`src/assert_macros.svh`:
```
// Clocked assertion helpers; the using module provides i_clk and i_rst_n.
`ifndef ASSERT_MACROS_SVH
`define ASSERT_MACROS_SVH

// Check a condition at every clock edge outside reset.
`define ASSERT_ALWAYS(label, expr, msg) \
    label: assert property (@(posedge i_clk) disable iff (!i_rst_n) (expr)) else $error(msg);

// Check a condition at the edge that follows a trigger.
`define ASSERT_NEXT(label, trig, expr, msg) \
    label: assert property (@(posedge i_clk) disable iff (!i_rst_n) (trig) |=> (expr)) \
        else $error(msg);

`endif

```
`src/sgwp_pkg.sv`:
```
`timescale 1ns / 1ps
package sgwp_pkg;

    localparam int VERTEX_W = 4;
    localparam int ROW_W    = 16;
    localparam int COUNT_W  = 5;
    localparam int ROW_CAP  = 16;

    localparam logic [COUNT_W-1:0] COUNT_RESET = 5'd11;

    localparam logic ACT_LOAD  = 1'b0;
    localparam logic ACT_QUERY = 1'b1;

    typedef struct packed {
        logic [VERTEX_W-1:0] vertex;
        logic                found;
        logic                last;
    } t_result;

endpackage

```
`src/sgwp_pick.sv`:
```
`timescale 1ns / 1ps
module sgwp_pick #(
    parameter int NV = 16,
    parameter int AW = 4
) (
    input  logic [NV-1:0]                i_row,
    input  logic [NV-1:0]                i_visited,
    input  logic [sgwp_pkg::COUNT_W-1:0] i_lim,
    output logic                         o_any,
    output logic [AW-1:0]                o_idx
);

    logic [NV-1:0] cand;

    // Candidates: edges to unvisited vertices below the active count.
    always_comb begin
        for (int i = 0; i < NV; i++) begin
            cand[i] = i_row[i] & ~i_visited[i] & (sgwp_pkg::COUNT_W'(i) < i_lim);
        end
    end

    // Lowest candidate wins.
    always_comb begin
        o_idx = '0;
        for (int i = NV - 1; i >= 0; i--) begin
            if (cand[i]) begin
                o_idx = AW'(i);
            end
        end
    end

    assign o_any = |cand;

endmodule

```
`src/sgwp_obuf.sv`:
```
`timescale 1ns / 1ps
module sgwp_obuf (
    input  logic              i_clk,
    input  logic              i_rst_n,
    input  logic              i_load,
    input  sgwp_pkg::t_result i_data,
    input  logic              i_stall,
    output logic              o_valid,
    output sgwp_pkg::t_result o_data,
    output logic              o_free
);

    logic              r_valid;
    sgwp_pkg::t_result r_data;

    // Free when empty or the held result leaves at this edge.
    assign o_free = !r_valid || !i_stall;

    always_ff @(posedge i_clk) begin
        if (!i_rst_n) begin
            r_valid <= 1'b0;
        end else if (i_load) begin
            r_valid <= 1'b1;
        end else if (!i_stall) begin
            r_valid <= 1'b0;
        end
    end

    always_ff @(posedge i_clk) begin
        if (i_load) begin
            r_data <= i_data;
        end
    end

    assign o_valid = r_valid;
    assign o_data  = r_data;

endmodule

```
`src/stack_graph_walk_path.sv`:
```
`timescale 1ns / 1ps
`include "assert_macros.svh"
// Depth-first path search over a small adjacency-matrix graph.
// Input channel (i_in_valid / o_in_stall): each request is either a row load
// (i_action = 0) that writes one adjacency row, or a path query
// (i_action = 1) from i_start_vertex to i_end_vertex. A row load gives no
// result. A query holds o_in_stall high until its last result is in the
// output register, so one query is in flight at a time. A query pushes the
// start, pops vertices, reading each one's row and pushing each unvisited
// neighbour, finds the stack empty, checks the end, walks the parent memory
// from the end to the start while stacking the path, and pops the stack
// memory into the output register. An out-of-range query skips the search.
// Output channel (o_out_valid / i_out_stall): the path, start first, with
// o_last on its final vertex; an unreachable or out-of-range end gives one
// result with o_found low. A stalled result holds in the output register and
// holds the emission until it leaves. Configuration: i_cfg_wr_en writes
// vertex_count; write only while idle. Reset (synchronous, active low) empties
// the stack and output register, clears visited marks and row valid bits.
module stack_graph_walk_path #(
    parameter int MAX_VERTICES = 16
) (
    input  logic                          i_clk,
    input  logic                          i_rst_n,
    input  logic                          i_cfg_wr_en,
    input  logic [sgwp_pkg::COUNT_W-1:0]  i_cfg_wr_data,
    input  logic                          i_in_valid,
    output logic                          o_in_stall,
    input  logic                          i_action,
    input  logic [sgwp_pkg::VERTEX_W-1:0] i_row_index,
    input  logic [sgwp_pkg::ROW_W-1:0]    i_row_bits,
    input  logic [sgwp_pkg::VERTEX_W-1:0] i_start_vertex,
    input  logic [sgwp_pkg::VERTEX_W-1:0] i_end_vertex,
    output logic                          o_out_valid,
    input  logic                          i_out_stall,
    output logic [sgwp_pkg::VERTEX_W-1:0] o_vertex,
    output logic                          o_found,
    output logic                          o_last
);

    localparam int NV  = (MAX_VERTICES < sgwp_pkg::ROW_CAP) ? MAX_VERTICES
                                                            : sgwp_pkg::ROW_CAP;
    localparam int AW  = $clog2(NV);
    localparam int SPW = $clog2(NV + 1);
    localparam int CW  = sgwp_pkg::COUNT_W;

    localparam logic [3:0] S_IDLE   = 4'd0;
    localparam logic [3:0] S_POP    = 4'd1;
    localparam logic [3:0] S_ROW    = 4'd2;
    localparam logic [3:0] S_SCAN   = 4'd3;
    localparam logic [3:0] S_CHECK  = 4'd4;
    localparam logic [3:0] S_WALK   = 4'd5;
    localparam logic [3:0] S_WALK_W = 4'd6;
    localparam logic [3:0] S_EMIT   = 4'd7;
    localparam logic [3:0] S_EMIT_W = 4'd8;
    localparam logic [3:0] S_FAIL   = 4'd9;

    // Control state
    logic [3:0]    r_state, n_state;
    logic [CW-1:0] r_count;
    logic [SPW-1:0] r_sp, n_sp;
    logic [NV-1:0] r_visited, n_visited;

    // Working registers
    logic [AW-1:0] r_cur, n_cur;
    logic [AW-1:0] r_start, n_start;
    logic [AW-1:0] r_end, n_end;
    logic [AW-1:0] r_v, n_v;

    // Memories and their registered read data
    logic [sgwp_pkg::ROW_W-1:0] r_adj_mem [NV];
    logic [NV-1:0]              r_adj_vld;
    logic [AW-1:0]              r_stack_mem [NV];
    logic [AW-1:0]              r_parent_mem [NV];
    logic [sgwp_pkg::ROW_W-1:0] r_adj_q;
    logic [AW-1:0]              r_stack_q;
    logic [AW-1:0]              r_parent_q;

    // Memory controls
    logic          adj_we, adj_re;
    logic          stk_we, stk_re;
    logic [AW-1:0] stk_wdata;
    logic          par_we, par_re;

    logic              in_acc;
    logic              in_range;
    logic              query_go;
    logic              row_ok;
    logic [CW-1:0]     eff_count;
    logic [CW-1:0]     lim;
    logic [SPW-1:0]    sp_m1;
    logic              pick_any;
    logic [AW-1:0]     pick_idx;
    logic              ld_out;
    logic              out_free;
    sgwp_pkg::t_result out_d;
    sgwp_pkg::t_result out_q;

    assign o_in_stall = (r_state != S_IDLE);
    assign in_acc     = i_in_valid && !o_in_stall;

    // Active vertex limit: count clamped to 1..NV.
    always_comb begin
        eff_count = (r_count == '0) ? CW'(1) : r_count;
        lim       = (eff_count > CW'(NV)) ? CW'(NV) : eff_count;
    end

    assign in_range = (CW'(i_start_vertex) < lim) && (CW'(i_end_vertex) < lim);
    assign query_go = in_acc && (i_action == sgwp_pkg::ACT_QUERY) && in_range;
    assign row_ok   = CW'(i_row_index) < CW'(NV);
    assign sp_m1    = r_sp - SPW'(1);

    sgwp_pick #(
        .NV (NV),
        .AW (AW)
    ) u_pick (
        .i_row     (r_adj_q[NV-1:0]),
        .i_visited (r_visited),
        .i_lim     (lim),
        .o_any     (pick_any),
        .o_idx     (pick_idx)
    );

    sgwp_obuf u_obuf (
        .i_clk   (i_clk),
        .i_rst_n (i_rst_n),
        .i_load  (ld_out),
        .i_data  (out_d),
        .i_stall (i_out_stall),
        .o_valid (o_out_valid),
        .o_data  (out_q),
        .o_free  (out_free)
    );

    assign o_vertex = out_q.vertex;
    assign o_found  = out_q.found;
    assign o_last   = out_q.last;

    // Sequencer
    always_comb begin
        n_state   = r_state;
        n_sp      = r_sp;
        n_visited = r_visited;
        n_cur     = r_cur;
        n_start   = r_start;
        n_end     = r_end;
        n_v       = r_v;
        adj_we    = 1'b0;
        adj_re    = 1'b0;
        stk_we    = 1'b0;
        stk_re    = 1'b0;
        stk_wdata = r_v;
        par_we    = 1'b0;
        par_re    = 1'b0;
        ld_out    = 1'b0;
        out_d     = '{vertex: '0, found: 1'b0, last: 1'b1};

        unique case (r_state)
            S_IDLE: begin
                if (in_acc) begin
                    if (i_action == sgwp_pkg::ACT_LOAD) begin
                        adj_we = row_ok;
                    end else if (!in_range) begin
                        n_state = S_FAIL;
                    end else begin
                        // Push the start with fresh visited marks.
                        n_start   = AW'(i_start_vertex);
                        n_end     = AW'(i_end_vertex);
                        n_visited = '0;
                        n_visited[AW'(i_start_vertex)] = 1'b1;
                        stk_we    = 1'b1;
                        stk_wdata = AW'(i_start_vertex);
                        n_sp      = SPW'(1);
                        n_state   = S_POP;
                    end
                end
            end
            S_POP: begin
                if (r_sp == '0) begin
                    n_state = S_CHECK;
                end else begin
                    stk_re  = 1'b1;
                    n_sp    = sp_m1;
                    n_state = S_ROW;
                end
            end
            S_ROW: begin
                n_cur   = r_stack_q;
                adj_re  = 1'b1;
                n_state = S_SCAN;
            end
            S_SCAN: begin
                if (pick_any) begin
                    stk_we    = 1'b1;
                    stk_wdata = pick_idx;
                    par_we    = 1'b1;
                    n_sp      = r_sp + SPW'(1);
                    n_visited[pick_idx] = 1'b1;
                end else begin
                    n_state = S_POP;
                end
            end
            S_CHECK: begin
                if (!r_visited[r_end]) begin
                    n_state = S_FAIL;
                end else begin
                    n_v     = r_end;
                    n_state = S_WALK;
                end
            end
            S_WALK: begin
                // Stack the path end first so the pops give it start first.
                stk_we    = 1'b1;
                stk_wdata = r_v;
                n_sp      = r_sp + SPW'(1);
                if (r_v == r_start) begin
                    n_state = S_EMIT;
                end else begin
                    par_re  = 1'b1;
                    n_state = S_WALK_W;
                end
            end
            S_WALK_W: begin
                n_v     = r_parent_q;
                n_state = S_WALK;
            end
            S_EMIT: begin
                if (out_free) begin
                    stk_re  = 1'b1;
                    n_sp    = sp_m1;
                    n_state = S_EMIT_W;
                end
            end
            S_EMIT_W: begin
                ld_out  = 1'b1;
                out_d   = '{vertex: sgwp_pkg::VERTEX_W'(r_stack_q), found: 1'b1,
                            last: (r_sp == '0)};
                n_state = (r_sp == '0) ? S_IDLE : S_EMIT;
            end
            S_FAIL: begin
                if (out_free) begin
                    ld_out  = 1'b1;
                    n_state = S_IDLE;
                end
            end
            default: begin
                n_state = S_IDLE;
            end
        endcase
    end

    always_ff @(posedge i_clk) begin
        if (!i_rst_n) begin
            r_state   <= S_IDLE;
            r_sp      <= '0;
            r_visited <= '0;
            r_count   <= sgwp_pkg::COUNT_RESET;
        end else begin
            r_state   <= n_state;
            r_sp      <= n_sp;
            r_visited <= n_visited;
            if (i_cfg_wr_en) begin
                r_count <= i_cfg_wr_data;
            end
        end
    end

    always_ff @(posedge i_clk) begin
        r_cur   <= n_cur;
        r_start <= n_start;
        r_end   <= n_end;
        r_v     <= n_v;
    end

    // Row valid bits: a row not loaded since reset reads as all zeros.
    always_ff @(posedge i_clk) begin
        if (!i_rst_n) begin
            r_adj_vld <= '0;
        end else if (adj_we) begin
            r_adj_vld[i_row_index[AW-1:0]] <= 1'b1;
        end
    end

    // Adjacency memory
    always_ff @(posedge i_clk) begin
        if (adj_we) begin
            r_adj_mem[i_row_index[AW-1:0]] <= i_row_bits;
        end
        if (adj_re) begin
            r_adj_q <= r_adj_vld[r_stack_q] ? r_adj_mem[r_stack_q] : '0;
        end
    end

    // Vertex stack memory, also holds the path while it drains
    always_ff @(posedge i_clk) begin
        if (stk_we) begin
            r_stack_mem[r_sp[AW-1:0]] <= stk_wdata;
        end
        if (stk_re) begin
            r_stack_q <= r_stack_mem[sp_m1[AW-1:0]];
        end
    end

    // Parent memory
    always_ff @(posedge i_clk) begin
        if (par_we) begin
            r_parent_mem[pick_idx] <= r_cur;
        end
        if (par_re) begin
            r_parent_q <= r_parent_mem[r_v];
        end
    end

    `ASSERT_ALWAYS(a_sp_bound, r_sp <= SPW'(NV), "stack pointer beyond depth")
    `ASSERT_ALWAYS(a_out_free, !ld_out || out_free, "output loaded while occupied")
    `ASSERT_NEXT(a_start_mark, query_go, $onehot(r_visited), "visited marks not reset")

endmodule
```
`config.mk`:
```
export PLATFORM = sky130hd
export DESIGN_NAME = stack_graph_walk_path
export DESIGN_NICKNAME = d
export VERILOG_FILES = /design/src/sgwp_pkg.sv /design/src/sgwp_pick.sv /design/src/sgwp_obuf.sv /design/src/stack_graph_walk_path.sv
export VERILOG_INCLUDE_DIRS = /design/src /design/src/src
export SDC_FILE = /design/constraint.sdc
export NUM_CORES = 1
export LEC_CHECK = 0
export ABC_AREA = 1
export BUFFER_PORTS_ARGS = -buffer_cell sky130_fd_sc_hd__buf_2
export CAP_MARGIN = 30
export CORE_AREA = 2 2 244 246
export DETAILED_ROUTE_END_ITERATION = 10
export DIE_AREA = 0 0 246 248
export SYNTH_ARGS = -nofsm -noshare
export SYNTH_HDL_FRONTEND = slang
export SYNTH_SLANG_ARGS = --single-unit
export TNS_END_PERCENT = 20
```
`constraint.sdc`:
```
create_clock -name i_clk -period 4.4 [get_ports i_clk]
set_input_delay 1.32 -clock i_clk [delete_from_list [all_inputs] [get_ports i_clk]]
set_output_delay 1.32 -clock i_clk [all_outputs]
set_load 0.01 [all_outputs]
```
# Word level (Yosys, flattened, before mapping)
# Memories as Yosys holds them, arrays and structs flattened. A register that Yosys moved wholly into a read port is not among the register bits.
# Cells that the tools add are included.
[word_totals] output_inout_bits=8 ff_bits=69 ramBits=384 word_cells=221 n_memories=3
[op_classes] addsub=2 n_mux=83 n_reduce_logical=23 eq_ne=20 n_lt_le_gt_ge=27 bitwise=50
[memory_table] memory="r_adj_mem" words=16 width=16 read_ports=1 rd_clocked_by_memory_dff=1 wr=1 line="stack_graph_walk_path.sv:70" source="logic [sgwp_pkg::ROW_W-1:0] r_adj_mem [NV];"
[memory_table] memory="r_parent_mem" words=16 width=4 read_ports=1 rd_clocked_by_memory_dff=1 wr=1 line="stack_graph_walk_path.sv:73" source="logic [AW-1:0] r_parent_mem [NV];"
[memory_table] memory="r_stack_mem" words=16 width=4 read_ports=1 rd_clocked_by_memory_dff=1 wr=1 line="stack_graph_walk_path.sv:72" source="logic [AW-1:0] r_stack_mem [NV];"
[ops] operator="4-bit 2-to-1 mux" count=28
[ops] operator="16-bit 2-to-1 mux" count=4
[ops] operator="4-bit by 5-bit less-than comparator with 1-bit output (first input constant)" count=8
[ops] operator="5-bit 2-to-1 mux" count=8
[ops] operator="4-bit one-hot mux with 10 select lines" count=1
[ops] operator="1-bit bitwise AND" count=32
[ops] operator="16-bit OR" count=2
[ops] operator="16-bit one-hot mux with 2 select lines" count=1
[ops] operator="1-bit 2-to-1 mux" count=27
[ops] operator="4-bit by 5-bit less-than comparator with 1-bit output (second input constant)" count=5
[ops] operator="5-bit one-hot mux with 5 select lines" count=1
[ops] operator="3-bit by 5-bit less-than comparator with 1-bit output (first input constant)" count=4
[ops] operator="2-bit != test (second input constant)" count=9
[ops] operator="4-bit by 3-bit equality test with 1-bit output (second input constant)" count=4
[ops] operator="1-bit inverter" count=16
[ops] operator="4-bit one-hot mux with 2 select lines" count=2
[ops] operator="16-bit OR reduction" count=1
[ops] operator="1-bit demux with 4-bit select" count=3
[ops] operator="4-bit by 1-bit greater-or-equal comparator with 1-bit output (second input constant)" count=3
[ops] operator="5-bit zero test" count=2
[ops] operator="1-bit by 5-bit less-than comparator with 1-bit output (first input constant)" count=2
[ops] operator="2-bit by 5-bit less-than comparator with 1-bit output (first input constant)" count=2
[ops] operator="4-bit by 5-bit less-than comparator with 1-bit output" count=2
[ops] operator="5-bit AND reduction" count=2
[ops] operator="other kinds (23)" count=36

# Depth between registers and ports, before layout
# Gate-level depths: netlist of the first run.
[logic_depth] depth_word=29 ltp_mapped=25 depth_no_buf=24

# Hierarchy
# From an unflattened synthesis of the first run, not the netlist that was laid out.
[unflattened] cells_unflattened=1855 area_unflattened_um2=20546.0
[modules_own_cells] module="stack_graph_walk_path" area_each_um2=19857.8 n_inst=1 cells_each=1744
[modules_own_cells] module="sgwp_pick" area_each_um2=465.4 n_inst=1 cells_each=100
[modules_own_cells] module="sgwp_obuf" area_each_um2=222.7 n_inst=1 cells_each=11

# Worst setup path before layout of the first run
# OpenSTA, ideal clock, no wires.
[synth_timing] path_type="input to register" startpoint="input i_start_vertex[3] in the netlist's numbering" endpoint="memory r_stack_mem[0][2] (data pin)" path_buffers=0 setup_ps=291 slack_ps=761 required_ps=4109 arrival_ps=3347 path_stages=11 path_cell_list="ha_1 -> inv_1 -> nor2_1 -> nand4_1 -> o311a_1 -> nand2_1 -> nor3_2 -> inv_1 -> a21oi_1 -> nor2_1 -> a21oi_1"
[synth_via] elab_chain_len=6
[synth_lines] element="from (decl)" line="stack_graph_walk_path.sv:31" source="input logic [sgwp_pkg::VERTEX_W-1:0] i_start_vertex,"
[synth_lines] element="4-bit by 5-bit less-than comparator with 1-bit output" line="stack_graph_walk_path.sv:107" source="assign in_range = (CW'(i_start_vertex) < lim) && (CW'(i_end_vertex) < lim);"
[synth_lines] element="1-bit logical AND" line="stack_graph_walk_path.sv:107"
[synth_lines] element="4-bit 2-to-1 mux" line="stack_graph_walk_path.sv:162" source="end else if (!in_range) begin"
[synth_lines] element="4-bit 2-to-1 mux" line="stack_graph_walk_path.sv:160" source="if (i_action == sgwp_pkg::ACT_LOAD) begin"
[synth_lines] element="4-bit 2-to-1 mux" line="stack_graph_walk_path.sv:159" source="if (in_acc) begin"
[synth_lines] element="4-bit one-hot mux with 2 select lines" line="stack_graph_walk_path.sv:157" source="unique case (r_state)"
[synth_lines] element="named net stk_wdata[2]" line="stack_graph_walk_path.sv:81" source="logic [AW-1:0] stk_wdata;"
[synth_lines] element="to (decl)" line="stack_graph_walk_path.sv:72"
# The timed path passes the listed nets, and every way through them passes these cells.

# Worst setup path after layout of the first run
[layout_timing] startpoint="register r_state[0]" endpoint="output o_in_stall"
[layout_via] elab_chain_len=1
[layout_lines] element="from (decl)" line="stack_graph_walk_path.sv:58" source="logic [3:0] r_state, n_state;"
[layout_lines] element="from (signal assigned)" line="stack_graph_walk_path.sv:258" source="r_state <= n_state;"
[layout_lines] element="4-bit nonzero test" line="stack_graph_walk_path.sv:98" source="assign o_in_stall = (r_state != S_IDLE);"
[layout_lines] element="to (decl)" line="stack_graph_walk_path.sv:27" source="output logic o_in_stall,"
# Every way passes these cells.

==> key figures, run 1 <==
Placement
  • PortBufs: 46
  • Final HPWL DP: 34000 um
  • Weighted congestion reported at the end of routability-driven placement: 0.976
  • Placed cell area: 21400 um^2
  • Dpl cells: 2569
  • Placement Setup Slack: 0.766 ns

Timing
  • Final Setup Violations: 0
  • Maximum clock skew at final layout: 0.0162 ns
  • Fraction of the cycle the final worst path needs: 0.761
  • Final Hold Slack: 0.465 ns
  • Max-Slew Margin vs Limit: 0.332
  • PnR worst setup slack: 1.05 ns
  • Max Slew Vio Count: 0
  • Setup tns final: 0 ns
  • Number of failing hold endpoints at the final stage: 0
  • Fin crit period: 3.35 ns
  • Peak clock frequency supported by timing: 299 MHz
  • RSZ-0062 raised after global routing: no
  • Worst slew pin tran: 1.00 ns

Power and ir drop
  • Total power density per cell area: 598 nW/um^2
  • Share of total power consumed by net switching: 0.339
  • Sequential Power Share: 0.405
  • Clk network pwr share: 0.317
  • NetSw: 4.70 mW
  • Combinational share of power: 0.278
  • Worst supply voltage drop on vdd: 0.336 mV
  • Standby leakage power: 8.09 nW
  • Tot Pwr: 13.9 mW
  • Cell internal power dissipation: 9.17 mW

Finish
  • Number of fill cells: 5521
  • Post-route standard cell area excluding fillers: 23200 um^2
  • Finished Layout Cells: 2665
  • Area occupied by registers: 13900 um^2
  • Ratio of cells with drive above 1 in the final layout: 0.123
  • NumNets Final: 1899
  • Area of the multi-input gates: 5560 um^2
  • Post-route core utilization: 0.397
  • P&R area growth vs syn: 14.5%

CTS
  • Clk slew on worst S/H paths: 0.06 ns
  • Clock root buffer: sky130_fd_sc_hd__clkbuf_16
  • Number of buffers on the longest clock path: 3
  • Number of buffers inserted for hold repair after clock tree synthesis: 0
  • Gates resized, CTS repair: 0
  • Clk_lat worst skew: 0.59 ns
  • CTS HTree Levels: 2
  • Number of setup buffers added after CTS: 0
  • TritonCTS clock tree: done
  • Number of buffers created by CTS: 50
  • Clk sinks: 477

Global routing
  • Number of global-route vias before repair: 13500
  • Wire length of the first global-routing pass: 80700 um
  • Overall overflow remaining after global route: 0
  • Combined global-route utilization of all metal layers: 0.173
  • Initial antenna violation count: 6
  • Maximum number of pins on one net before global-route repair: 82

Floorplan
  • Number of placement rows: 89
  • Top-level I/O count: 47
  • Floorplan core area: 58500 um^2
  • Die Area: 61000 um^2
  • Initial cell density of the core: 0.346
  • Floorplan die width: 246 um
  • Die Y: 248 um

Synth
  • Synthesized area per cell: 11.3 um^2
  • Synthesized area: 20200 um^2
  • Number of storage elements in the synthesis netlist: 477
  • Distinct cell type count after synthesis: 47
  • Number of synthesized flops with an enable pin: 430
  • Share of flip-flops with an asynchronous set or reset: 0
  • Sequential fraction of the synthesis area: 0.684
  • Syn. warnings: 0
  • Synthesized Nets: 1849
  • Leading register cell type out of synthesis: sky130_fd_sc_hd__edfxtp_1
  • Post-synthesis instance total: 1799

Worst setup path
  • Required @ worst endpoint: 3.08 ns
  • Max Fanout on Critical Path: 8
  • Path type of the worst setup path: reg2out
  • Kind of end point of the critical path: primary output
  • Max stage delay on crit path: 0.40 ns
  • Cells along the critical path: nor2_1 > inv_1 > nor2_1 > inv_1 > buf_2
  • Data arrival time of the critical path: 2.03 ns
  • Worst path slowest cell: sky130_fd_sc_hd__nor2_1
  • Buf/Inv on CP: 3
  • CP top delay family: simple AND/OR/NAND/NOR gates
  • Setup crit start kind: register

Drt
  • Post-route met1 wirelength: 24000 um
  • Routed vias/inst: 5.26
  • Met2 wire len: 24300 um
  • Antenna Violating Nets Remaining: 0
  • Routed len/inst: 20.0 um
  • Initial DRC Count: 1475
  • Metal3 WL: 3680 um
  • Detailed-routing iteration count for the pre-antenna-repair pass: 5
  • Final wirelength: 53300 um
  • Number of vias after detailed routing: 14000
  • Highest layer used for signal routing: met5
  • Final routed DRC violation total: 0

Status
  • Run status: finished, final reports clean

Worst hold path
  • Kind of path behind the tightest hold check: reg2reg

Flow run
  • Max-cap check violation count: 0
==> routing by layer <==
metal	GRT usage	vias to the layer above
li1	-	6543
met1	0.241	6889
met2	0.273	473
met3	0.0347	97
met4	0.0529	12
met5	0	-
==> flip-flops by register name (all words and copies together), names as in the netlist <==
register	flops
r_count	5
r_visited	16
r_stack_q	4
r_adj_q	16
r_start	4
r_cur	4
r_stack_mem	64
r_end	4
r_parent_mem	64
r_state	4
r_parent_q	4
u_obuf.o_data	6
r_v	4
u_obuf.o_valid	1
r_adj_mem	256
r_sp	5
r_adj_vld	16
==> logic make-up after synthesis <==
kind of cell | count (synthesis) | synth area share
AND/OR/NAND/NOR | 623 | 0.128
multiplexers | 7 | 0.00358
AO/OA/AOI/OAI | 447 | 0.130
flip-flops | 477 | 0.684
buffers and inverters | 225 | 0.0433
XOR/XNOR | 9 | 0.00389
adder cells (fa/ha/maj) | 11 | 0.00680
==> final cells by class <==
class | instances | area share
clock inverters | 31 | 0.0146
flip-flops and latches | 477 | 0.597
diodes | 1 | 0.000108
well taps | 773 | 0.0417
repair buffers | 93 | 0.0251
inverters | 130 | 0.0213
multi-input cells | 1097 | 0.240
clock buffers | 63 | 0.0601
==> power by group through the flow <==
stage / Combinational, mW / Clock (mW) / Sequential [mW]
2_1_floorplan: 2.57 / 0 / 5.63
3_3_place_gp: 3.79 / 0 / 5.70
3_5_place_dp: 3.82 / 0 / 5.71
4_1_cts: 3.83 / 4.48 / 5.62
5_1_grt: 4.28 / 4.67 / 5.64
6_report: 3.85 / 4.40 / 5.62
==> Yosys cell counts (2+ instances only) <==
cell                         n  area (um^2)
sky130_fd_sc_hd__nor3_1      4         20.0
sky130_fd_sc_hd__nand4_4     2         42.5
sky130_fd_sc_hd__nor2_4      4         45.0
sky130_fd_sc_hd__nand2_2     6         37.5
sky130_fd_sc_hd__nand2_1   179          672
sky130_fd_sc_hd__a41oi_1     2         17.5
sky130_fd_sc_hd__xor2_1      8         70.1
sky130_fd_sc_hd__o32ai_1    12          105
sky130_fd_sc_hd__o21ai_0   253         1270
sky130_fd_sc_hd__nor2_2      4         25.0
sky130_fd_sc_hd__nand2_4     5         56.3
sky130_fd_sc_hd__nor4_1      2         12.5
sky130_fd_sc_hd__clkinv_1    2         7.51
sky130_fd_sc_hd__edfxtp_1  430        12900
sky130_fd_sc_hd__mux2_2      2         22.5
sky130_fd_sc_hd__o221ai_1   50          438
sky130_fd_sc_hd__a31oi_1     4         25.0
sky130_fd_sc_hd__mux2i_1     5         50.1
sky130_fd_sc_hd__nand4_1    15         93.8
sky130_fd_sc_hd__a21oi_1    45          225
sky130_fd_sc_hd__o22ai_1    42          263
sky130_fd_sc_hd__o311a_1     2         20.0
sky130_fd_sc_hd__o21ai_1    11         55.1
sky130_fd_sc_hd__clkbuf_1   80          300
sky130_fd_sc_hd__nor2_1    357         1340
sky130_fd_sc_hd__nand3_1    39          195
sky130_fd_sc_hd__buf_6       3         33.8
sky130_fd_sc_hd__inv_1     118          443
sky130_fd_sc_hd__ha_1       11          138
sky130_fd_sc_hd__nand3_2     3         30.0
sky130_fd_sc_hd__inv_2       9         33.8
sky130_fd_sc_hd__o211ai_1   16          120
sky130_fd_sc_hd__a21oi_2     3         26.3
sky130_fd_sc_hd__nor3_2      3         30.0
sky130_fd_sc_hd__buf_1      10         37.5
sky130_fd_sc_hd__dfxtp_1    47          941
==> worst paths after layout <==
path              cells past startpoint            endpoint           from  slack [ns]
setup / recovery                      5          o_in_stall     r_state[0]        1.05
hold / removal                        2       r_adj_vld[10]  r_adj_vld[10]        0.46
setup reg to reg                     10  r_parent_mem[7][1]     r_count[2]        1.10
hold reg to reg                       2       r_adj_vld[10]  r_adj_vld[10]        0.46
==> placed cells by master (no fill, tap or decap), types with 5 or more instances in the layout <==
cell                        synthesis  routed
sky130_fd_sc_hd__clkinv_2           0       9
sky130_fd_sc_hd__clkbuf_1          80       7
sky130_fd_sc_hd__nand2_2            6       6
sky130_fd_sc_hd__inv_2              9      10
sky130_fd_sc_hd__bufinv_16          0       7
sky130_fd_sc_hd__clkbuf_16          0      53
sky130_fd_sc_hd__nor2_1           357     341
sky130_fd_sc_hd__buf_2              1      46
sky130_fd_sc_hd__inv_1            118     116
sky130_fd_sc_hd__dfxtp_1           47      47
sky130_fd_sc_hd__nand2_4            5       5
sky130_fd_sc_hd__clkinv_1           2      12
sky130_fd_sc_hd__o211ai_1          16      16
sky130_fd_sc_hd__a21oi_1           45      45
sky130_fd_sc_hd__o32ai_1           12      12
sky130_fd_sc_hd__o221ai_1          50      50
sky130_fd_sc_hd__o21ai_1           11      12
sky130_fd_sc_hd__ha_1              11      11
sky130_fd_sc_hd__nand2_1          179     179
sky130_fd_sc_hd__nor2_2             4      20
sky130_fd_sc_hd__o22ai_1           42      42
sky130_fd_sc_hd__edfxtp_1         430     430
sky130_fd_sc_hd__nand4_1           15      15
sky130_fd_sc_hd__buf_4              1      46
sky130_fd_sc_hd__mux2i_1            5       5
sky130_fd_sc_hd__nand3_1           39      39
sky130_fd_sc_hd__o21ai_0          253     252
sky130_fd_sc_hd__xor2_1             8       8
==> worst min-delay path, stage by stage, from the launching register on <==
cell	delay (ns)
sky130_fd_sc_hd__dfxtp_1	0.32
sky130_fd_sc_hd__nor2_1	0.05
sky130_fd_sc_hd__nor2_1	0.07
No activity file was read; power rests on OpenSTA's default activity.
==> run 2: changes to the inputs <==
--- a/config.mk
+++ b/config.mk
@@ -6,12 +6,12 @@
 export SDC_FILE = /design/constraint.sdc
 export NUM_CORES = 1
 export LEC_CHECK = 0
-export ABC_AREA = 1
+export ABC_AREA = 0
 export BUFFER_PORTS_ARGS = -buffer_cell sky130_fd_sc_hd__buf_2
 export CAP_MARGIN = 30
-export CORE_AREA = 2 2 244 246
+export CORE_AREA = 2 2 242 244
 export DETAILED_ROUTE_END_ITERATION = 10
-export DIE_AREA = 0 0 246 248
+export DIE_AREA = 0 0 244 246
 export SYNTH_ARGS = -nofsm -noshare
 export SYNTH_HDL_FRONTEND = slang
 export SYNTH_SLANG_ARGS = --single-unit
==> constraint.sdc (replaced) <==
create_clock -name i_clk -period 3 [get_ports i_clk]
set_input_delay 0.9 -clock i_clk [delete_from_list [all_inputs] [get_ports i_clk]]
set_output_delay 0.9 -clock i_clk [all_outputs]
set_load 0.01 [all_outputs]
==> key figures, run 2 <==
Status
  • Run status: finished, final reports clean

Worst setup path
  • Worst path slowest cell: sky130_fd_sc_hd__or4b_4
  • Kind of end point of the critical path: register
  • Max stage delay on crit path: 0.56 ns
  • Data arrival time of the critical path: 3.31 ns
  • Most used cell along the critical path: sky130_fd_sc_hd__nor2_2
  • Required @ worst endpoint: 3.47 ns
  • Setup crit start kind: register
  • Cells along the critical path: buf_4 > nor2_2 > or4b_4 > o311ai_0 > o211ai_1 > a41oi_2 > nor2_2 > o311a_1
  • Max Fanout on Critical Path: 9
  • Path type of the worst setup path: reg2reg

Synth
  • Synth top cells by count: sky130_fd_sc_hd__edfxtp_1, sky130_fd_sc_hd__mux4_2, sky130_fd_sc_hd__nor2_1, sky130_fd_sc_hd__dfxtp_1, sky130_fd_sc_hd__clkbuf_1
  • Cell type contributing the most total cell area after synthesis: sky130_fd_sc_hd__edfxtp_1
  • Number of synthesized flops with an enable pin: 430
  • Area share of the leading cell type in the synthesized netlist: 0.651
  • Leading register cell type out of synthesis: sky130_fd_sc_hd__edfxtp_1
  • Cell types with the largest area share after synthesis: sky130_fd_sc_hd__edfxtp_1, sky130_fd_sc_hd__mux4_2, sky130_fd_sc_hd__dfxtp_1
  • Share of flip-flops with an asynchronous set or reset: 0
  • Sequential fraction of the synthesis area: 0.699
  • Most common cell in the synthesized netlist: sky130_fd_sc_hd__edfxtp_1
  • Post-synthesis instance total: 1114
  • Number of storage elements in the synthesis netlist: 477
  • Synthesized area per cell: 17.8 um^2
  • Syn. warnings: 0
  • Synthesized area: 19800 um^2
  • Distinct cell type count after synthesis: 75
  • Synthesized Nets: 1164

Worst hold path
  • Kind of path behind the tightest hold check: reg2reg

Global routing
  • Number of global-route vias before repair: 11300
  • Wire length of the first global-routing pass: 70800 um
  • Maximum number of pins on one net before global-route repair: 23
  • Combined global-route utilization of all metal layers: 0.156
  • Initial antenna violation count: 2
  • Overall overflow remaining after global route: 0

Timing
  • Fraction of the cycle the final worst path needs: 0.948
  • Maximum clock skew at final layout: 0.0167 ns
  • Setup tns final: 0 ns
  • Worst slew pin tran: 0.951 ns
  • RSZ-0062 raised after global routing: yes
  • Final Hold Slack: 0.465 ns
  • Peak clock frequency supported by timing: 352 MHz
  • Final Setup Violations: 0
  • Number of failing hold endpoints at the final stage: 0
  • Max Slew Vio Count: 0
  • PnR worst setup slack: 0.157 ns
  • Fin crit period: 2.84 ns
  • Max-Slew Margin vs Limit: 0.366

Finish
  • Ratio of cells with drive above 1 in the final layout: 0.325
  • P&R area growth vs syn: 18.7%
  • Number of fill cells: 5072
  • Number of diodes: 0
  • Area of the multi-input gates: 5800 um^2
  • Commonest cells after routing, fill and taps aside: sky130_fd_sc_hd__edfxtp_1, sky130_fd_sc_hd__mux4_2, sky130_fd_sc_hd__nor2_1
  • NumNets Final: 1307
  • Max reg flops: 256
  • Post-route standard cell area excluding fillers: 23500 um^2
  • Area occupied by registers: 13900 um^2
  • Most common cell after layout, fill and taps aside: sky130_fd_sc_hd__edfxtp_1

Drt
  • Detailed-routing iteration count for the pre-antenna-repair pass: 7
  • Final wirelength: 46100 um
  • Initial DRC Count: 966
  • Routed vias/inst: 5.29
  • Antenna Violating Nets Remaining: 0
  • Number of vias after detailed routing: 10900
  • Routed len/inst: 22.4 um
  • Final routed DRC violation total: 0

CTS
  • Clk_lat worst skew: 0.59 ns
  • Number of buffers inserted for hold repair after clock tree synthesis: 0
  • Clk sinks: 477
  • Number of buffers created by CTS: 49
  • Clk slew on worst S/H paths: 0.06 ns
  • CTS HTree Levels: 2
  • Number of buffers on the longest clock path: 3
  • TritonCTS clock tree: done
  • Clock root buffer: sky130_fd_sc_hd__clkbuf_16

Floorplan
  • Top-level I/O count: 47
  • Floorplan die width: 244 um
  • Die Area: 60000 um^2
  • Initial cell density of the core: 0.346
  • Floorplan core area: 57400 um^2
  • Number of placement rows: 88
  • Die Y: 246 um

Placement
  • Placed cell area: 21900 um^2
  • Final HPWL DP: 30400 um
  • Weighted congestion reported at the end of routability-driven placement: 0.899
  • PortBufs: 46
  • Placement Setup Slack: -0.335 ns

Power and ir drop
  • Tot Pwr: 18.1 mW
  • Total power density per cell area: 768 nW/um^2
  • Worst supply voltage drop on vdd: 0.540 mV
  • Standby leakage power: 7.62 nW

Flow run
  • Max-cap check violation count: 0
==> run 2: layout make-up <==
class | count | share of cell area
sequential | 477 | 0.589
multi-input combinational | 567 | 0.247
clock buffer | 64 | 0.0567
timing repair buffer | 148 | 0.0559
tap | 765 | 0.0407
clock inverter | 25 | 0.00941
inverter | 14 | 0.00223
==> run 2: what timing repair did <==
action / 4_1_cts / 5_1_grt
buffers inserted: 0 / 0
setup endpoints to repair: 84 / 176
pin swaps: 0 / 3
gates resized for setup: 5 / 16
==> run 2: per-layer routing <==
layer  up-vias  global-route usage  part of all wire
li1       4823                   -                 -
met1      5702               0.218              0.45
met2       309               0.253              0.48
met3        62              0.0278             0.055
met4         4              0.0375             0.016
met5         -                   0           0.00052
==> run 2: path summary, 6_finish.rpt <==
check	startpoint	endpoint	slack, ns	cells after the start
max	r_count[3]	r_visited[6]	0.16	8
min	r_adj_vld[12]	r_adj_vld[12]	0.46	1
max reg2reg	r_count[3]	r_visited[6]	0.16	8
min reg2reg	r_adj_vld[12]	r_adj_vld[12]	0.46	1
==> run 2: critical path: cells and delay by family (launching register included) <==
family | cells | cell delay [ns]
AO/OA/AOI/OAI | 4 | 1.32
buffers and inverters | 1 | 0.20
flip-flops | 1 | 0.39
AND/OR/NAND/NOR | 3 | 0.82
==> run 2: through the flow <==
stage,std cells,utilization
6_report,2060,0.410
3_5_place_dp,1970,0.382
4_1_cts,2059,0.409
2_1_floorplan,1114,-
5_1_grt,2060,0.410
3_3_place_gp,1970,0.382
==> run 2: power by group <==
group | switching [mW] | total, mW | internal (mW) | leakage (nW)
Combinational | 2.29 | 4.29 | 1.99 | 2.59
Sequential | 0.229 | 7.91 | 7.68 | 4.26
Clock | 2.49 | 5.89 | 3.40 | 0.770
Total | 5.01 | 18.1 | 13.1 | 7.62
==> run 2: logic make-up (layout without fill, tap and decap cells) <==
kind of cell,count (synthesis),in the layout,share of synthesized area
adder cells (fa/ha/maj),11,11,0.00694
buffers and inverters,70,251,0.0147
multiplexers,142,142,0.153
AO/OA/AOI/OAI,146,146,0.0559
flip-flops,477,477,0.699
XOR/XNOR,6,6,0.00265
AND/OR/NAND/NOR,262,262,0.0677
==> run 3: changes to the inputs <==
--- a/config.mk
+++ b/config.mk
@@ -12,6 +12,7 @@
 export CORE_AREA = 2 2 242 244
 export DETAILED_ROUTE_END_ITERATION = 10
 export DIE_AREA = 0 0 244 246
+export RECOVER_POWER = 50
 export SYNTH_ARGS = -nofsm -noshare
 export SYNTH_HDL_FRONTEND = slang
 export SYNTH_SLANG_ARGS = --single-unit
==> key figures, run 3 (synthesized netlist as in run 2, its figures left out) <==
Status
  • Run status: finished, final reports clean

Worst setup path
  • Kind of end point of the critical path: primary output
  • Path type of the worst setup path: reg2out
  • Setup crit start kind: register
  • CP top delay family: buffers and inverters
  • Max stage delay on crit path: 0.34 ns
  • Register-to-register path setup slack: 0.14 ns
  • Max Fanout on Critical Path: 4
  • Cells along the critical path: or2_2 > nor3_1 > clkbuf_1 > inv_1 > buf_2
  • Worst path slowest cell: sky130_fd_sc_hd__or2_2
  • Required @ worst endpoint: 2.10 ns
  • Data arrival time of the critical path: 1.97 ns
  • Buf/Inv on CP: 3

Worst hold path
  • Kind of path behind the tightest hold check: reg2reg

Drt
  • Number of vias after detailed routing: 11000
  • Antenna Violating Nets Remaining: 0
  • Routed vias/inst: 5.32
  • Initial DRC Count: 886
  • Detailed-routing iteration count for the pre-antenna-repair pass: 5
  • Routed len/inst: 22.4 um
  • Final wirelength: 46200 um
  • Final routed DRC violation total: 0

Floorplan
  • Floorplan core area: 57400 um^2
  • Die Area: 60000 um^2
  • Floorplan die width: 244 um
  • Number of placement rows: 88
  • Initial cell density of the core: 0.346
  • Top-level I/O count: 47
  • Die Y: 246 um

CTS
  • Number of buffers on the longest clock path: 3
  • Clock root buffer: sky130_fd_sc_hd__clkbuf_16
  • CTS HTree Levels: 2
  • TritonCTS clock tree: done
  • Number of buffers created by CTS: 49
  • Clk slew on worst S/H paths: 0.06 ns
  • Clk_lat worst skew: 0.59 ns
  • Clk sinks: 477
  • Number of setup buffers added after CTS: 0

Finish
  • Commonest cells after routing, fill and taps aside: sky130_fd_sc_hd__edfxtp_1, sky130_fd_sc_hd__mux4_2, sky130_fd_sc_hd__nor2_1
  • Number of diodes: 0
  • Post-route core utilization: 0.408
  • Post-route standard cell area excluding fillers: 23400 um^2
  • NumNets Final: 1307
  • P&R area growth vs syn: 18.1%
  • Max reg flops: 256
  • Ratio of cells with drive above 1 in the final layout: 0.289
  • Most common cell after layout, fill and taps aside: sky130_fd_sc_hd__edfxtp_1

Global routing
  • Combined global-route utilization of all metal layers: 0.156
  • Number of global-route vias before repair: 11300
  • Wire length of the first global-routing pass: 70800 um
  • Overall overflow remaining after global route: 0
  • Initial antenna violation count: 2
  • Maximum number of pins on one net before global-route repair: 23

Timing
  • Final Hold Slack: 0.464 ns
  • Max-Slew Margin vs Limit: 0.0920
  • Maximum clock skew at final layout: 0.0154 ns
  • Worst slew pin tran: 1.36 ns
  • Fin crit period: 2.87 ns
  • Number of failing hold endpoints at the final stage: 0
  • Max Slew Vio Count: 0
  • Setup tns final: 0 ns
  • Fraction of the cycle the final worst path needs: 0.956
  • Peak clock frequency supported by timing: 349 MHz
  • Final Setup Violations: 0
  • RSZ-0062 raised after global routing: yes

Power and ir drop
  • Standby leakage power: 7.47 nW
  • Tot Pwr: 18.0 mW
  • Total power density per cell area: 771 nW/um^2
  • Worst supply voltage drop on vdd: 0.541 mV

Flow run
  • Max-cap check violation count: 0

Placement
  • Final HPWL DP: 30400 um
  • Weighted congestion reported at the end of routability-driven placement: 0.899
  • Placed cell area: 21900 um^2
  • PortBufs: 46
[run 3: changes by cell type in the layout (fill, tap and decap cells not counted), moves of 3 or more]
| cell | change |
|---|---|
| sky130_fd_sc_hd__and2_0 | +3 |
| sky130_fd_sc_hd__buf_4 | -16 |
| sky130_fd_sc_hd__and2_1 | -3 |
| sky130_fd_sc_hd__clkbuf_1 | +42 |
| sky130_fd_sc_hd__nor2_1 | +3 |
| sky130_fd_sc_hd__nor2_2 | -3 |
| sky130_fd_sc_hd__buf_2 | -27 |
[run 3: final cells by class]
cell class,count,area [um^2]
clock buffer,64,1330
clock inverter,25,221
fill,5094,33900
inverter,14,52.6
multi-input combinational,567,5790
sequential,477,13900
tap,765,957
timing repair buffer,148,1210
[run 3: worst reg2reg max path: cells and delay by family, from the launching register on]
family	cells	cell delay (ns)
flops	1	0.30
buf+inv	2	0.77
simple gates	6	1.42
[run 3: final timing paths]
check / startpoint / endpoint / depth (start not counted)
max: r_state[1] / o_in_stall / 5
min: r_adj_vld[12] / r_adj_vld[12] / 1
max reg2reg: r_state[1] / r_adj_mem[8][1] / 8
min reg2reg: r_adj_vld[12] / r_adj_vld[12] / 1
[run 3: repair_timing]
item / in CTS / in global routing
pin swaps: 0 / 3
cloned: 0 / 0
endpoints found under the setup margin: 84 / 176
gates resized for setup: 5 / 16
hold endpoints to repair: 0 / 0
hold buffers: 0 / 0
[run 3: through the flow]
stage	setup slack [ns]	instances
6_report	0.132	2060
2_1_floorplan	-0.0151	1114
4_1_cts	-0.0277	2059
3_5_place_dp	-0.335	1970
3_3_place_gp	-0.328	1970
5_1_grt	-0.0208	2060
[run 3: report_power, final]
part / switching, mW / leakage, nW / internal, mW
sequential: 0.231 / 4.26 / 7.68
combinational: 2.29 / 2.45 / 1.96
clock: 2.49 / 0.770 / 3.40
[run 3: per-layer routing]
metal  GRT usage  part of all wire
met1       0.218              0.45
met2       0.253              0.48
met3      0.0278             0.055
met4      0.0375             0.015
met5           0           0.00052
